File: config.mk
export PLATFORM = sky130hd
export DESIGN_NAME = subarray_find_and_remove
export DESIGN_NICKNAME = d
export VERILOG_FILES = /design/src/sar_pkg.sv /design/src/sar_main_cell.sv /design/src/sar_pat_cell.sv /design/src/subarray_find_and_remove.sv
export SDC_FILE = /design/constraint.sdc
export NUM_CORES = 2
export LEC_CHECK = 0
export BUFFER_PORTS_ARGS = -buffer_cell sky130_fd_sc_hd__buf_2
export CORE_UTILIZATION = 45
export CTS_CLUSTER_SIZE = 24
export DETAILED_ROUTE_END_ITERATION = 6
export GPL_ROUTABILITY_DRIVEN = 1
export PLACE_DENSITY = 0.57
export SLEW_MARGIN = 10
export SYNTH_ARGS = -nofsm -noshare
export SYNTH_HDL_FRONTEND = slang
export SYNTH_HIERARCHICAL = 1
export SYNTH_SLANG_ARGS = --single-unit
export TNS_END_PERCENT = 100
File: constraint.sdc
create_clock -name clk -period 7.1 [get_ports clk]
set_input_delay 0.355 -clock clk [delete_from_list [all_inputs] [get_ports clk]]
set_output_delay 0.355 -clock clk [all_outputs]
set_load 0.02 [all_outputs]
File: src/sar_pkg.sv
package sar_pkg;

  localparam int DATA_W        = 32;
  localparam int MAIN_DEPTH    = 32;
  localparam int PATTERN_DEPTH = 32;
  localparam int RESULT_LIMIT  = 32;

  localparam int MCNT_W = $clog2(MAIN_DEPTH + 1);
  localparam int PCNT_W = $clog2(PATTERN_DEPTH + 1);
  localparam int POS_W  = (MAIN_DEPTH > 1) ? $clog2(MAIN_DEPTH) : 1;
  localparam int SUM_W  = ((MCNT_W > PCNT_W) ? MCNT_W : PCNT_W) + 1;
  localparam int ECNT_W = $clog2(RESULT_LIMIT + 1);

  typedef enum logic [1:0] {
    OP_MAIN = 2'd0,
    OP_PAT  = 2'd1,
    OP_RUN  = 2'd2
  } op_t;

  typedef enum logic [1:0] {
    S_IDLE,
    S_SEARCH,
    S_EMIT,
    S_STATUS
  } state_t;

endpackage

File: src/sar_main_cell.sv
module sar_main_cell (
  input  logic                               clk,
  input  logic                               wr_en,
  input  logic signed [sar_pkg::DATA_W-1:0]  wr_data,
  input  logic                               shift_en,
  input  logic signed [sar_pkg::DATA_W-1:0]  shift_in,
  output logic signed [sar_pkg::DATA_W-1:0]  data
);
  import sar_pkg::*;

  // one slot of the rotating main array
  always_ff @(posedge clk) begin
    if (wr_en) begin
      data <= wr_data;
    end else if (shift_en) begin
      data <= shift_in;
    end
  end

endmodule

File: src/sar_pat_cell.sv
module sar_pat_cell (
  input  logic                               clk,
  input  logic                               wr_en,
  input  logic signed [sar_pkg::DATA_W-1:0]  wr_data,
  input  logic signed [sar_pkg::DATA_W-1:0]  main_data,
  output logic                               hit
);
  import sar_pkg::*;

  logic signed [DATA_W-1:0] pat;

  always_ff @(posedge clk) begin
    if (wr_en) begin
      pat <= wr_data;
    end
  end

  // element of the current window matches this pattern slot
  assign hit = (pat == main_data);

endmodule

File: src/subarray_find_and_remove.sv
// subarray_find_and_remove
// request channel (req_valid / req_stall, fields opcode and value):
//   opcode 0 appends value to the main array, opcode 1 to the pattern array,
//   opcode 2 runs: find the first contiguous copy of the pattern in the main
//   array, drop it, emit what remains in order and clear both arrays.
//   loads into a full array and opcode 3 are taken and ignored.
// result channel (rsp_valid / rsp_stall, fields found, element,
//   element_valid, last): one item per remaining element, last set on the
//   final one; if nothing remains, a single status item with element_valid
//   low and last high.
// throughput: loads are taken every cycle while idle. a run holds req_stall
//   high while the main cell chain makes one full rotation to search and
//   one more to emit, then while a status item is loaded if one is due,
//   and for as long as the receiver stalls a pending result.
// the main array lives in a ring of cells that rotates by one each cycle of
//   a run unless a stalled result holds it; pattern cells compare against
//   the window at the head of the ring.
// reset: both arrays empty, no result pending. while rsp_stall is high with
//   a result pending the result register holds, and the ring waits if
//   the element at its head is to be emitted.
module subarray_find_and_remove (
  input  logic                                clk,
  input  logic                                rst,
  input  logic                                req_valid,
  output logic                                req_stall,
  input  logic [1:0]                          opcode,
  input  logic signed [sar_pkg::DATA_W-1:0]   value,
  output logic                                rsp_valid,
  input  logic                                rsp_stall,
  output logic                                found,
  output logic signed [sar_pkg::DATA_W-1:0]   element,
  output logic                                element_valid,
  output logic                                last
);
  import sar_pkg::*;

  state_t state, state_next;

  logic [MCNT_W-1:0] main_count;
  logic [PCNT_W-1:0] pat_count;
  logic [POS_W-1:0]  pos;          // logical index held in cell 0
  logic [POS_W-1:0]  fstart;       // start of the first match
  logic              found_r;
  logic [ECNT_W-1:0] ecnt;         // results emitted so far in this run

  logic signed [DATA_W-1:0] main_q [MAIN_DEPTH];
  logic [PATTERN_DEPTH-1:0] hits;
  logic [PATTERN_DEPTH-1:0] pmask;

  // control decoded per cycle
  logic req_acc, load_main, load_pat, run_go;
  logic rotate, load_out, out_free, pos_last;
  logic keep, match, cand;
  logic [MCNT_W-1:0] rem;
  logic [ECNT_W-1:0] lim;

  assign req_acc   = req_valid && !req_stall;
  assign req_stall = (state != S_IDLE);
  assign out_free  = !rsp_valid || !rsp_stall;
  assign pos_last  = (pos == POS_W'(MAIN_DEPTH - 1));

  // ---------------------------------------------------------------- cells
  genvar gi;
  generate
    for (gi = 0; gi < MAIN_DEPTH; gi++) begin : g_main
      localparam int NXT = (gi + 1) % MAIN_DEPTH;
      sar_main_cell u_cell (
        .clk      (clk),
        .wr_en    (load_main && (main_count == MCNT_W'(gi))),
        .wr_data  (value),
        .shift_en (rotate),
        .shift_in (main_q[NXT]),
        .data     (main_q[gi])
      );
    end

    for (gi = 0; gi < PATTERN_DEPTH; gi++) begin : g_pat
      logic signed [DATA_W-1:0] cmp;
      if (gi < MAIN_DEPTH) begin : g_cmp
        assign cmp = main_q[gi];
      end else begin : g_nocmp
        // window never reaches here when a match is possible
        assign cmp = '0;
      end
      sar_pat_cell u_cell (
        .clk       (clk),
        .wr_en     (load_pat && (pat_count == PCNT_W'(gi))),
        .wr_data   (value),
        .main_data (cmp),
        .hit       (hits[gi])
      );
      assign pmask[gi] = (PCNT_W'(gi) < pat_count);
    end
  endgenerate

  // whole pattern matches window starting at pos, window inside the array
  assign match = &(hits | ~pmask);
  assign cand  = (pat_count != '0) &&
                 ((SUM_W'(pos) + SUM_W'(pat_count)) <= SUM_W'(main_count));

  // elements left after removal and how many of them get emitted
  always_comb begin
    rem = found_r ? (main_count - MCNT_W'(pat_count)) : main_count;
    lim = (int'(rem) > RESULT_LIMIT) ? ECNT_W'(RESULT_LIMIT) : ECNT_W'(rem);
  end

  // element in cell 0 survives and is still within the result limit
  assign keep = (MCNT_W'(pos) < main_count) && (ecnt < lim) &&
                !(found_r && (pos >= fstart) &&
                  (SUM_W'(pos) < (SUM_W'(fstart) + SUM_W'(pat_count))));

  // ---------------------------------------------------------------- outputs
  always_comb begin
    load_main = 1'b0;
    load_pat  = 1'b0;
    run_go    = 1'b0;
    rotate    = 1'b0;
    load_out  = 1'b0;
    case (state)
      S_IDLE: begin
        if (req_acc) begin
          case (op_t'(opcode))
            OP_MAIN: load_main = (main_count != MCNT_W'(MAIN_DEPTH));
            OP_PAT:  load_pat  = (pat_count != PCNT_W'(PATTERN_DEPTH));
            OP_RUN:  run_go    = 1'b1;
            default: ;
          endcase
        end
      end
      S_SEARCH: begin
        rotate = 1'b1;
      end
      S_EMIT: begin
        rotate   = !keep || out_free;
        load_out = keep && out_free;
      end
      S_STATUS: begin
        load_out = out_free;
      end
      default: ;
    endcase
  end

  // ---------------------------------------------------------------- next state
  always_comb begin
    state_next = state;
    case (state)
      S_IDLE: begin
        if (run_go) begin
          state_next = S_SEARCH;
        end
      end
      S_SEARCH: begin
        if (pos_last) begin
          state_next = S_EMIT;
        end
      end
      S_EMIT: begin
        if (pos_last && rotate) begin
          state_next = (rem == '0) ? S_STATUS : S_IDLE;
        end
      end
      S_STATUS: begin
        if (load_out) begin
          state_next = S_IDLE;
        end
      end
      default: state_next = S_IDLE;
    endcase
  end

  // ---------------------------------------------------------------- registers
  always_ff @(posedge clk) begin
    if (rst) begin
      state      <= S_IDLE;
      main_count <= '0;
      pat_count  <= '0;
      pos        <= '0;
      found_r    <= 1'b0;
      ecnt       <= '0;
      rsp_valid  <= 1'b0;
    end else begin
      state <= state_next;

      if (load_main) begin
        main_count <= main_count + MCNT_W'(1);
      end
      if (load_pat) begin
        pat_count <= pat_count + PCNT_W'(1);
      end

      if (run_go) begin
        found_r <= 1'b0;
        ecnt    <= '0;
      end

      if (rotate) begin
        pos <= pos_last ? '0 : (pos + POS_W'(1));
      end

      // first match only
      if (state == S_SEARCH && !found_r && cand && match) begin
        found_r <= 1'b1;
      end

      if (state == S_EMIT && load_out) begin
        ecnt <= ecnt + ECNT_W'(1);
      end

      // run finished: both arrays empty
      if (state != S_IDLE && state_next == S_IDLE) begin
        main_count <= '0;
        pat_count  <= '0;
      end

      if (load_out) begin
        rsp_valid <= 1'b1;
      end else if (rsp_valid && !rsp_stall) begin
        rsp_valid <= 1'b0;
      end
    end
  end

  // payload registers
  always_ff @(posedge clk) begin
    if (state == S_SEARCH && !found_r && cand && match) begin
      fstart <= pos;
    end
    if (load_out) begin
      found <= found_r;
      if (state == S_EMIT) begin
        element       <= main_q[0];
        element_valid <= 1'b1;
        last          <= ((ecnt + ECNT_W'(1)) == lim);
      end else begin
        element       <= '0;
        element_valid <= 1'b0;
        last          <= 1'b1;
      end
    end
  end

`ifndef SYNTHESIS
  // ring is back home whenever loads can be taken
  a_home_when_idle: assert property (@(posedge clk) disable iff (rst)
    (state == S_IDLE) |-> (pos == '0))
    else $error("main ring not aligned in idle");

  // a run always leaves both arrays empty
  a_cleared_after_run: assert property (@(posedge clk) disable iff (rst)
    ($past(state) != S_IDLE && state == S_IDLE) |->
      (main_count == '0 && pat_count == '0))
    else $error("arrays not cleared after run");

  // recorded match lies inside the main array
  a_match_in_range: assert property (@(posedge clk) disable iff (rst)
    (found_r && state != S_IDLE) |->
      ((SUM_W'(fstart) + SUM_W'(pat_count)) <= SUM_W'(main_count)))
    else $error("match outside main array");

  // never emit more than the remaining element count
  a_emit_bound: assert property (@(posedge clk) disable iff (rst)
    (state == S_EMIT) |-> (ecnt <= lim))
    else $error("too many results emitted");

  // status item only when nothing remains
  a_status_empty: assert property (@(posedge clk) disable iff (rst)
    (state == S_STATUS) |-> (rem == '0))
    else $error("status item with elements left");
`endif

endmodule
# [Word-level counts from Yosys, hierarchy flattened]
# Index checks and enable logic that the tools add are counted.
[totals] reg_bits=2115 out_inout_bits=37
[classes] add_sub_neg=7 order_cmp=38 eq_ne=103 n_mux=91 n_bitwise=2 reduce_logical=131
[op_table] operator="$mux W32" count=64
[op_table] operator="$eq A32 B32 Y1" count=32
[op_table] operator="$eq A6 B5 Y1 const B" count=32
[op_table] operator="$eq A6 B4 Y1 const B" count=16
[op_table] operator="$lt A5 B6 Y1 const A" count=16
[op_table] operator="$logic_and A1 B1 Y1" count=78
[op_table] operator="$reduce_bool A2 Y1" count=36
[op_table] operator="$eq A6 B3 Y1 const B" count=8
[op_table] operator="$lt A4 B6 Y1 const A" count=8
[op_table] operator="$not A32 Y32" count=1
[op_table] operator="$or A32 B32 Y32" count=1
[op_table] operator="$reduce_and A32 Y1" count=1
[op_table] operator="$eq A6 B2 Y1 const B" count=4
[op_table] operator="$lt A3 B6 Y1 const A" count=4
[op_table] operator="$mux W6" count=4
[op_table] operator="$add A6 B1 Y6 const B" count=3
[op_table] operator="$logic_not A6 Y1" count=3
[op_table] operator="$add A5 B6 Y7" count=2
[op_table] operator="$mux W1" count=14
[op_table] operator="$eq A6 B1 Y1 const B" count=2
[op_table] operator="$lt A1 B6 Y1 const A" count=2
[op_table] operator="$lt A2 B6 Y1 const A" count=2
[op_table] operator="$ne A6 B6 Y1 const B" count=2
[op_table] operator="$mux W2" count=5
[op_table] operator="20 further kinds" count=32

# [Longest topological paths before layout]
[depth] depth_word=16 depth_mapped=18

# [By module]
# The synthesis kept the hierarchy.
[by_module_without_submodules] module="sar_main_cell" instances=32 cells_per_inst=69 area_per_inst_um2=1507.7 seq_area_each_um2=960.9
[by_module_without_submodules] module="sar_pat_cell" instances=32 cells_per_inst=75 area_per_inst_um2=1307.5 seq_area_each_um2=960.9
[by_module_without_submodules] module="subarray_find_and_remove" instances=1 cells_per_inst=612 area_per_inst_um2=5216.3 seq_area_each_um2=1741.7

# [Worst setup path before layout]
# OpenSTA, ideal clock, no wires.
[synth_path] path_type="reg2reg" from="register pat_count[2]" to="register element[0] (netlist name) (enable)" setup_ps=439 arrival_ps=5020 t_required_ps=6661 path_slack_ps=1642 path_stages_with_launch=16 path_buffers=1 path_cell_list="dfxtp_1 > clkbuf_1 > inv_1 > ha_1 > o21ai_1 > a211oi_1 > a2111oi_2 > nand3_2 > inv_2 > nand2b_1 > ha_1 > a2111oi_0 > a21oi_1 > nor2_1 > a31oi_1 > a21oi_1"
[synth_between] elab_chain_cells=9 word_cells_on_any_way=13
[synth_rtl] element="start: declaration" line_no="subarray_find_and_remove.sv:40" text="logic [PCNT_W-1:0] pat_count;"
[synth_rtl] element="start signal: assignment" line_no="subarray_find_and_remove.sv:189" text="pat_count <= pat_count + PCNT_W'(1);"
[synth_rtl] element="$sub A6 B6 Y6" line_no="subarray_find_and_remove.sv:103" text="rem = found_r ? (main_count - MCNT_W'(pat_count)) : main_count;"
[synth_rtl] element="$mux W6" line_no="subarray_find_and_remove.sv:103"
[synth_rtl] element="$gt A6 B6 Y1" line_no="subarray_find_and_remove.sv:104" text="lim = (int'(rem) > RESULT_LIMIT) ? ECNT_W'(RESULT_LIMIT) : ECNT_W'(rem);"
[synth_rtl] element="$mux W6" line_no="subarray_find_and_remove.sv:104"
[synth_rtl] element="$lt A6 B6 Y1" line_no="subarray_find_and_remove.sv:108" text="assign keep = (MCNT_W'(pos) < main_count) && (ecnt < lim) &&"
[synth_rtl] element="$logic_and A1 B1 Y1" line_no="subarray_find_and_remove.sv:108"
[synth_rtl] element="$logic_and A1 B1 Y1 *" line_no="subarray_find_and_remove.sv:108"
[synth_rtl] element="$logic_and A1 B1 Y1 *" line_no="subarray_find_and_remove.sv:135" text="load_out = keep && out_free;"
[synth_rtl] element="$pmux W1 S2 *" line_no="subarray_find_and_remove.sv:119" text="case (state)"
[synth_rtl] element="net load_out" line_no="subarray_find_and_remove.sv:52" text="logic rotate, load_out, out_free, pos_last;"
[synth_rtl] element="end signal: assignment" line_no="subarray_find_and_remove.sv:232" text="element <= main_q[0];"
[synth_rtl] element="end: declaration" line_no="subarray_find_and_remove.sv:31" text="output logic signed [sar_pkg::DATA_W-1:0] element,"
# The timed path passes the listed nets; every way through them passes the cells marked *.
# A chain may end at the register's enable or synchronous reset.

# [Final worst setup path]
[layout_path] from="register pat_count[2]" to="register g_main[15].u_cell/data[7] (netlist name) (enable)"
[layout_between] elab_chain_cells=11 word_cells_on_any_way=15
[layout_rtl] element="$sub A6 B6 Y6" line_no="subarray_find_and_remove.sv:103"
[layout_rtl] element="$mux W6" line_no="subarray_find_and_remove.sv:103"
[layout_rtl] element="$gt A6 B6 Y1" line_no="subarray_find_and_remove.sv:104"
[layout_rtl] element="$mux W6" line_no="subarray_find_and_remove.sv:104"
[layout_rtl] element="$lt A6 B6 Y1" line_no="subarray_find_and_remove.sv:108"
[layout_rtl] element="$logic_and A1 B1 Y1" line_no="subarray_find_and_remove.sv:108"
[layout_rtl] element="$logic_and A1 B1 Y1 *" line_no="subarray_find_and_remove.sv:108"
[layout_rtl] element="$logic_not A1 Y1 *" line_no="subarray_find_and_remove.sv:134" text="rotate = !keep || out_free;"
[layout_rtl] element="$logic_or A1 B1 Y1 *" line_no="subarray_find_and_remove.sv:134"
[layout_rtl] element="$pmux W1 S2 *" line_no="subarray_find_and_remove.sv:119"
[layout_rtl] element="net rotate" line_no="subarray_find_and_remove.sv:52"
[layout_rtl] element="$reduce_bool A2 Y1 (no source line) *"
[layout_rtl] element="end signal: assignment" line_no="sar_main_cell.sv:14" text="data <= wr_data;"
[layout_rtl] element="end signal: assignment" line_no="sar_main_cell.sv:16" text="data <= shift_in;"
[layout_rtl] element="end: declaration" line_no="sar_main_cell.sv:7" text="output logic signed [sar_pkg::DATA_W-1:0] data"
# Marks and branches as above.

==> results.py <==
metrics = {
    "cts": {
        "root_buffer": "clkbuf_16",
        "clk-insertion-delay-late_ns": 0.84,
        "cts.clk_slew.worst_paths_ns": 0.06,
        "cts_resized": 0,
        "cts_tree": "built",
        "htree_levels": 4,
        "clockBufferDepth": 3,
        "cts_sinks": 2115,
        "cts_buffers": 215,
    },
    "synthesis": {
        "syn_nets": 5315,
        "netlist.area_leader.share_pct": 65.8,
        "ys_types": 75,
        "postSynthAreaPerCell_um2": 18.3,
        "synthArstFlopShare_pct": 0,
        "yosys_warnings": 6,
        "synth_area_leaders": "edfxtp_1 66%, mux2_4 15%, xor2_1 9.5%",
        "synth-edff-count": 2088,
        "synth_seq_cells": 2115,
        "synth_area_mm2": 0.0953,
        "synth_top_cell_by_area": "edfxtp_1",
        "netlist_instances": 5220,
        "ys_seq_area_share_pct": 66.4,
        "synth_flop_cell": "edfxtp_1",
    },
    "floorplanning": {
        "die-area_mm2": 0.214,
        "core_mm2": 0.210,
        "io-pin-count": 75,
        "die_height_um": 462,
        "initial_core_util_pct": 45.4,
        "die-width_um": 462,
        "core.rowCount": 168,
    },
    "power": {
        "pwr-share-comb_pct": 12.0,
        "switching_power_w": 0.00767,
        "power.share.switching_pct": 24.8,
        "sequentialPowerShare_pct": 53.4,
        "peakVddDrop_v": 0.000247,
        "leakagePower_nw": 35.9,
        "p_int_w": 0.0232,
        "finalPower_w": 0.0309,
        "pwr_density_cell_mw_per_mm2": 295,
        "clkPwrFrac_pct": 34.7,
    },
    "hold_path": {
        "hold_path.class": "primary input to flop",
        "worstHoldPathCells": 1,
    },
    "placement": {
        "dp.cells": 8052,
        "gp_congestion": 0.840,
        "post-place-ws_ns": 1.63,
        "hpwl_um": 130000,
        "port_buffers": 74,
    },
    "setup_path": {
        "cpMostUsedCell": "buf_4",
        "startpoint_type": "flop",
        "slowest_delay_ns": 0.43,
        "worst_path_max_delay_cell": "a2111oi_2",
        "crit_required_ns": 7.59,
        "path_cells": "buf_4, inv_1, ha_1, o21ai_1, a211oi_1, a2111oi_2, nand3_2, inv_2, o211ai_1, ha_1, nor2b_1, o211ai_1, a21oi_1, nor2_1, a31o_1, inv_1, buf_4, or2_1, buf_4",
        "cp_max_fo": 24,
        "r2r_cells": 19,
        "critPathBufInv": 6,
        "crit_cells": 19,
        "path_class": "flop to flop",
        "endpoint_kind": "flop",
        "critical_path.top_delay_family": "compound AO/OA/AOI/OAI gates",
        "arrival_ns": 5.93,
    },
    "sta": {
        "setup_viol": 0,
        "period_minus_slack_ns": 5.44,
        "fin_tns_setup_ns": 0,
        "slew_violations": 0,
        "max_clock_freq_mhz": 184,
        "rsz0062_at_grt": "no",
        "worst_pin_slew_ns": 1.14,
        "fin_worst_skew_ns": 0.0368,
        "hold_viol": 0,
        "slew_headroom_pct": 23.8,
        "period_share_pct": 76.7,
        "hold_slack_ns": 0.0472,
        "setup_ws_ns": 1.66,
    },
    "final_layout": {
        "final_common_cell": "edfxtp_1",
        "fin_nets": 5566,
        "layout_common_cells": "2,088 x edfxtp_1, 1,032 x xor2_1, 928 x mux2_4, 258 x nor4_1, 218 x clkbuf_16",
        "area_growth_pct": 9.92,
        "final_layout_size_suffix_gt1_share_pct": 27.9,
        "final_cells": 8452,
    },
    "flow_run": {
        "cap_violations": 0,
    },
    "drt": {
        "drc": 0,
        "totalWireLength_um": 209000,
        "drt_iter0_markers": 2958,
        "vias": 44700,
        "ant_nets": 0,
        "routedWlPerCell_um": 24.7,
        "viasPerCell": 5.29,
        "dr.pass1.iters": 7,
    },
    "global_route": {
        "grt_pass1_vias": 46100,
        "antenna_found_initial": 2,
        "grt_overflow_total": 0,
        "grtUsageTotal_pct": 19.6,
        "grt_max_degree": 65,
        "grt_pass1_wl_um": 311000,
    },
    "outcome": {
        "status": "completed",
    },
}
[final timing paths]
kind                     start                   endpoint  slack, ns
setup reg to reg  pat_count[2]  g_main[15].u_cell/data[7]       1.66
hold / removal        value[4]    g_pat[24].u_cell/pat[4]       0.05
hold reg to reg        ecnt[0]                    ecnt[0]       0.52
setup / recovery  pat_count[2]  g_main[15].u_cell/data[7]       1.66
[metal layers]
metal / up-vias / track usage [%] / wire length, um
li1: 20400 / - / -
met1: 23200 / 28.5 / 100000
met2: 881 / 30.8 / 96700
met3: 261 / 3.29 / 8730
met4: 0 / 4.10 / 3570
met5: - / 0 / 0
[cell type report]
class / instances / area (um2)
antenna: 1 / 2.50
clock buffer: 260 / 5610
clock inverter: 132 / 1000
fill: 17300 / 105000
inverter: 35 / 131
multi-input combinational: 2919 / 29900
sequential: 2115 / 63200
tap: 2805 / 3510
timing repair buffer: 185 / 1320
[sequential cells by signal (all words and copies together) (netlist names), 2 cells and up]
register,flops
g_main.u_cell/data,1024
g_pat.u_cell/pat,1024
element,32
ecnt,6
main_count,6
pat_count,6
fstart,5
pos,5
state,2
[logic make-up (layout without fill, tap and decap cells)]
group	after synthesis	after routing	synth area share, %
compound gates	129	129	0.936
fa+ha+maj	57	57	0.772
buf+inv	186	612	2.64
xor+xnor	1047	1047	9.62
flops	2115	2115	66.4
mux	1028	1028	15.8
simple gates	658	658	3.87
other cells	0	1	0
[power groups by stage]
| stage | registers [W] | logic [W] | clock network [W] |
|---|---|---|---|
| 2_1_floorplan | 0.0163 | 0.00268 | 0 |
| 6_report | 0.0165 | 0.00370 | 0.0107 |
| 4_1_cts | 0.0165 | 0.00375 | 0.0110 |
| 3_5_place_dp | 0.0167 | 0.00372 | 0 |
| 5_1_grt | 0.0166 | 0.00404 | 0.0114 |
| 3_3_place_gp | 0.0168 | 0.00365 | 0 |
[metrics by stage]
| step | cell area, um2 | util [%] |
|---|---|---|
| 6_report | 105000 | 49.9 |
| 5_1_grt | 105000 | 49.9 |
| 4_1_cts | 105000 | 49.9 |
| 3_5_place_dp | 98000 | 46.7 |
| 3_3_place_gp | 98000 | 46.7 |
| 2_1_floorplan | 95300 | - |
[worst reg2reg max path, delay by kind of cell, from the launching register on]
kind            cells  cell delay, ns
simple gates        4            0.91
flops               1            0.30
fa+ha+maj           2            0.70
buf+inv             6            1.59
compound gates      7            1.60
[what timing repair did]
action | in CTS | in global routing
buffers inserted | 0 | 0
hold buffers | 5 | 0
hold endpoints to repair | 22 | 0
[Yosys cell counts (all sizes together), types with 10 or more instances]
cell,number
o21ai,16
inv,34
nand3,25
nand2,47
ha,54
a21o,10
a21oi,44
clkbuf,14
buf,137
nor2,112
and2,32
xor2,1032
xnor2,15
nor3,34
nand4,73
dfxtp,27
nand2b,13
nor4,259
mux2,1024
edfxtp,2088
a31oi,10
or2,36
Power figures use the tool's default switching activity.
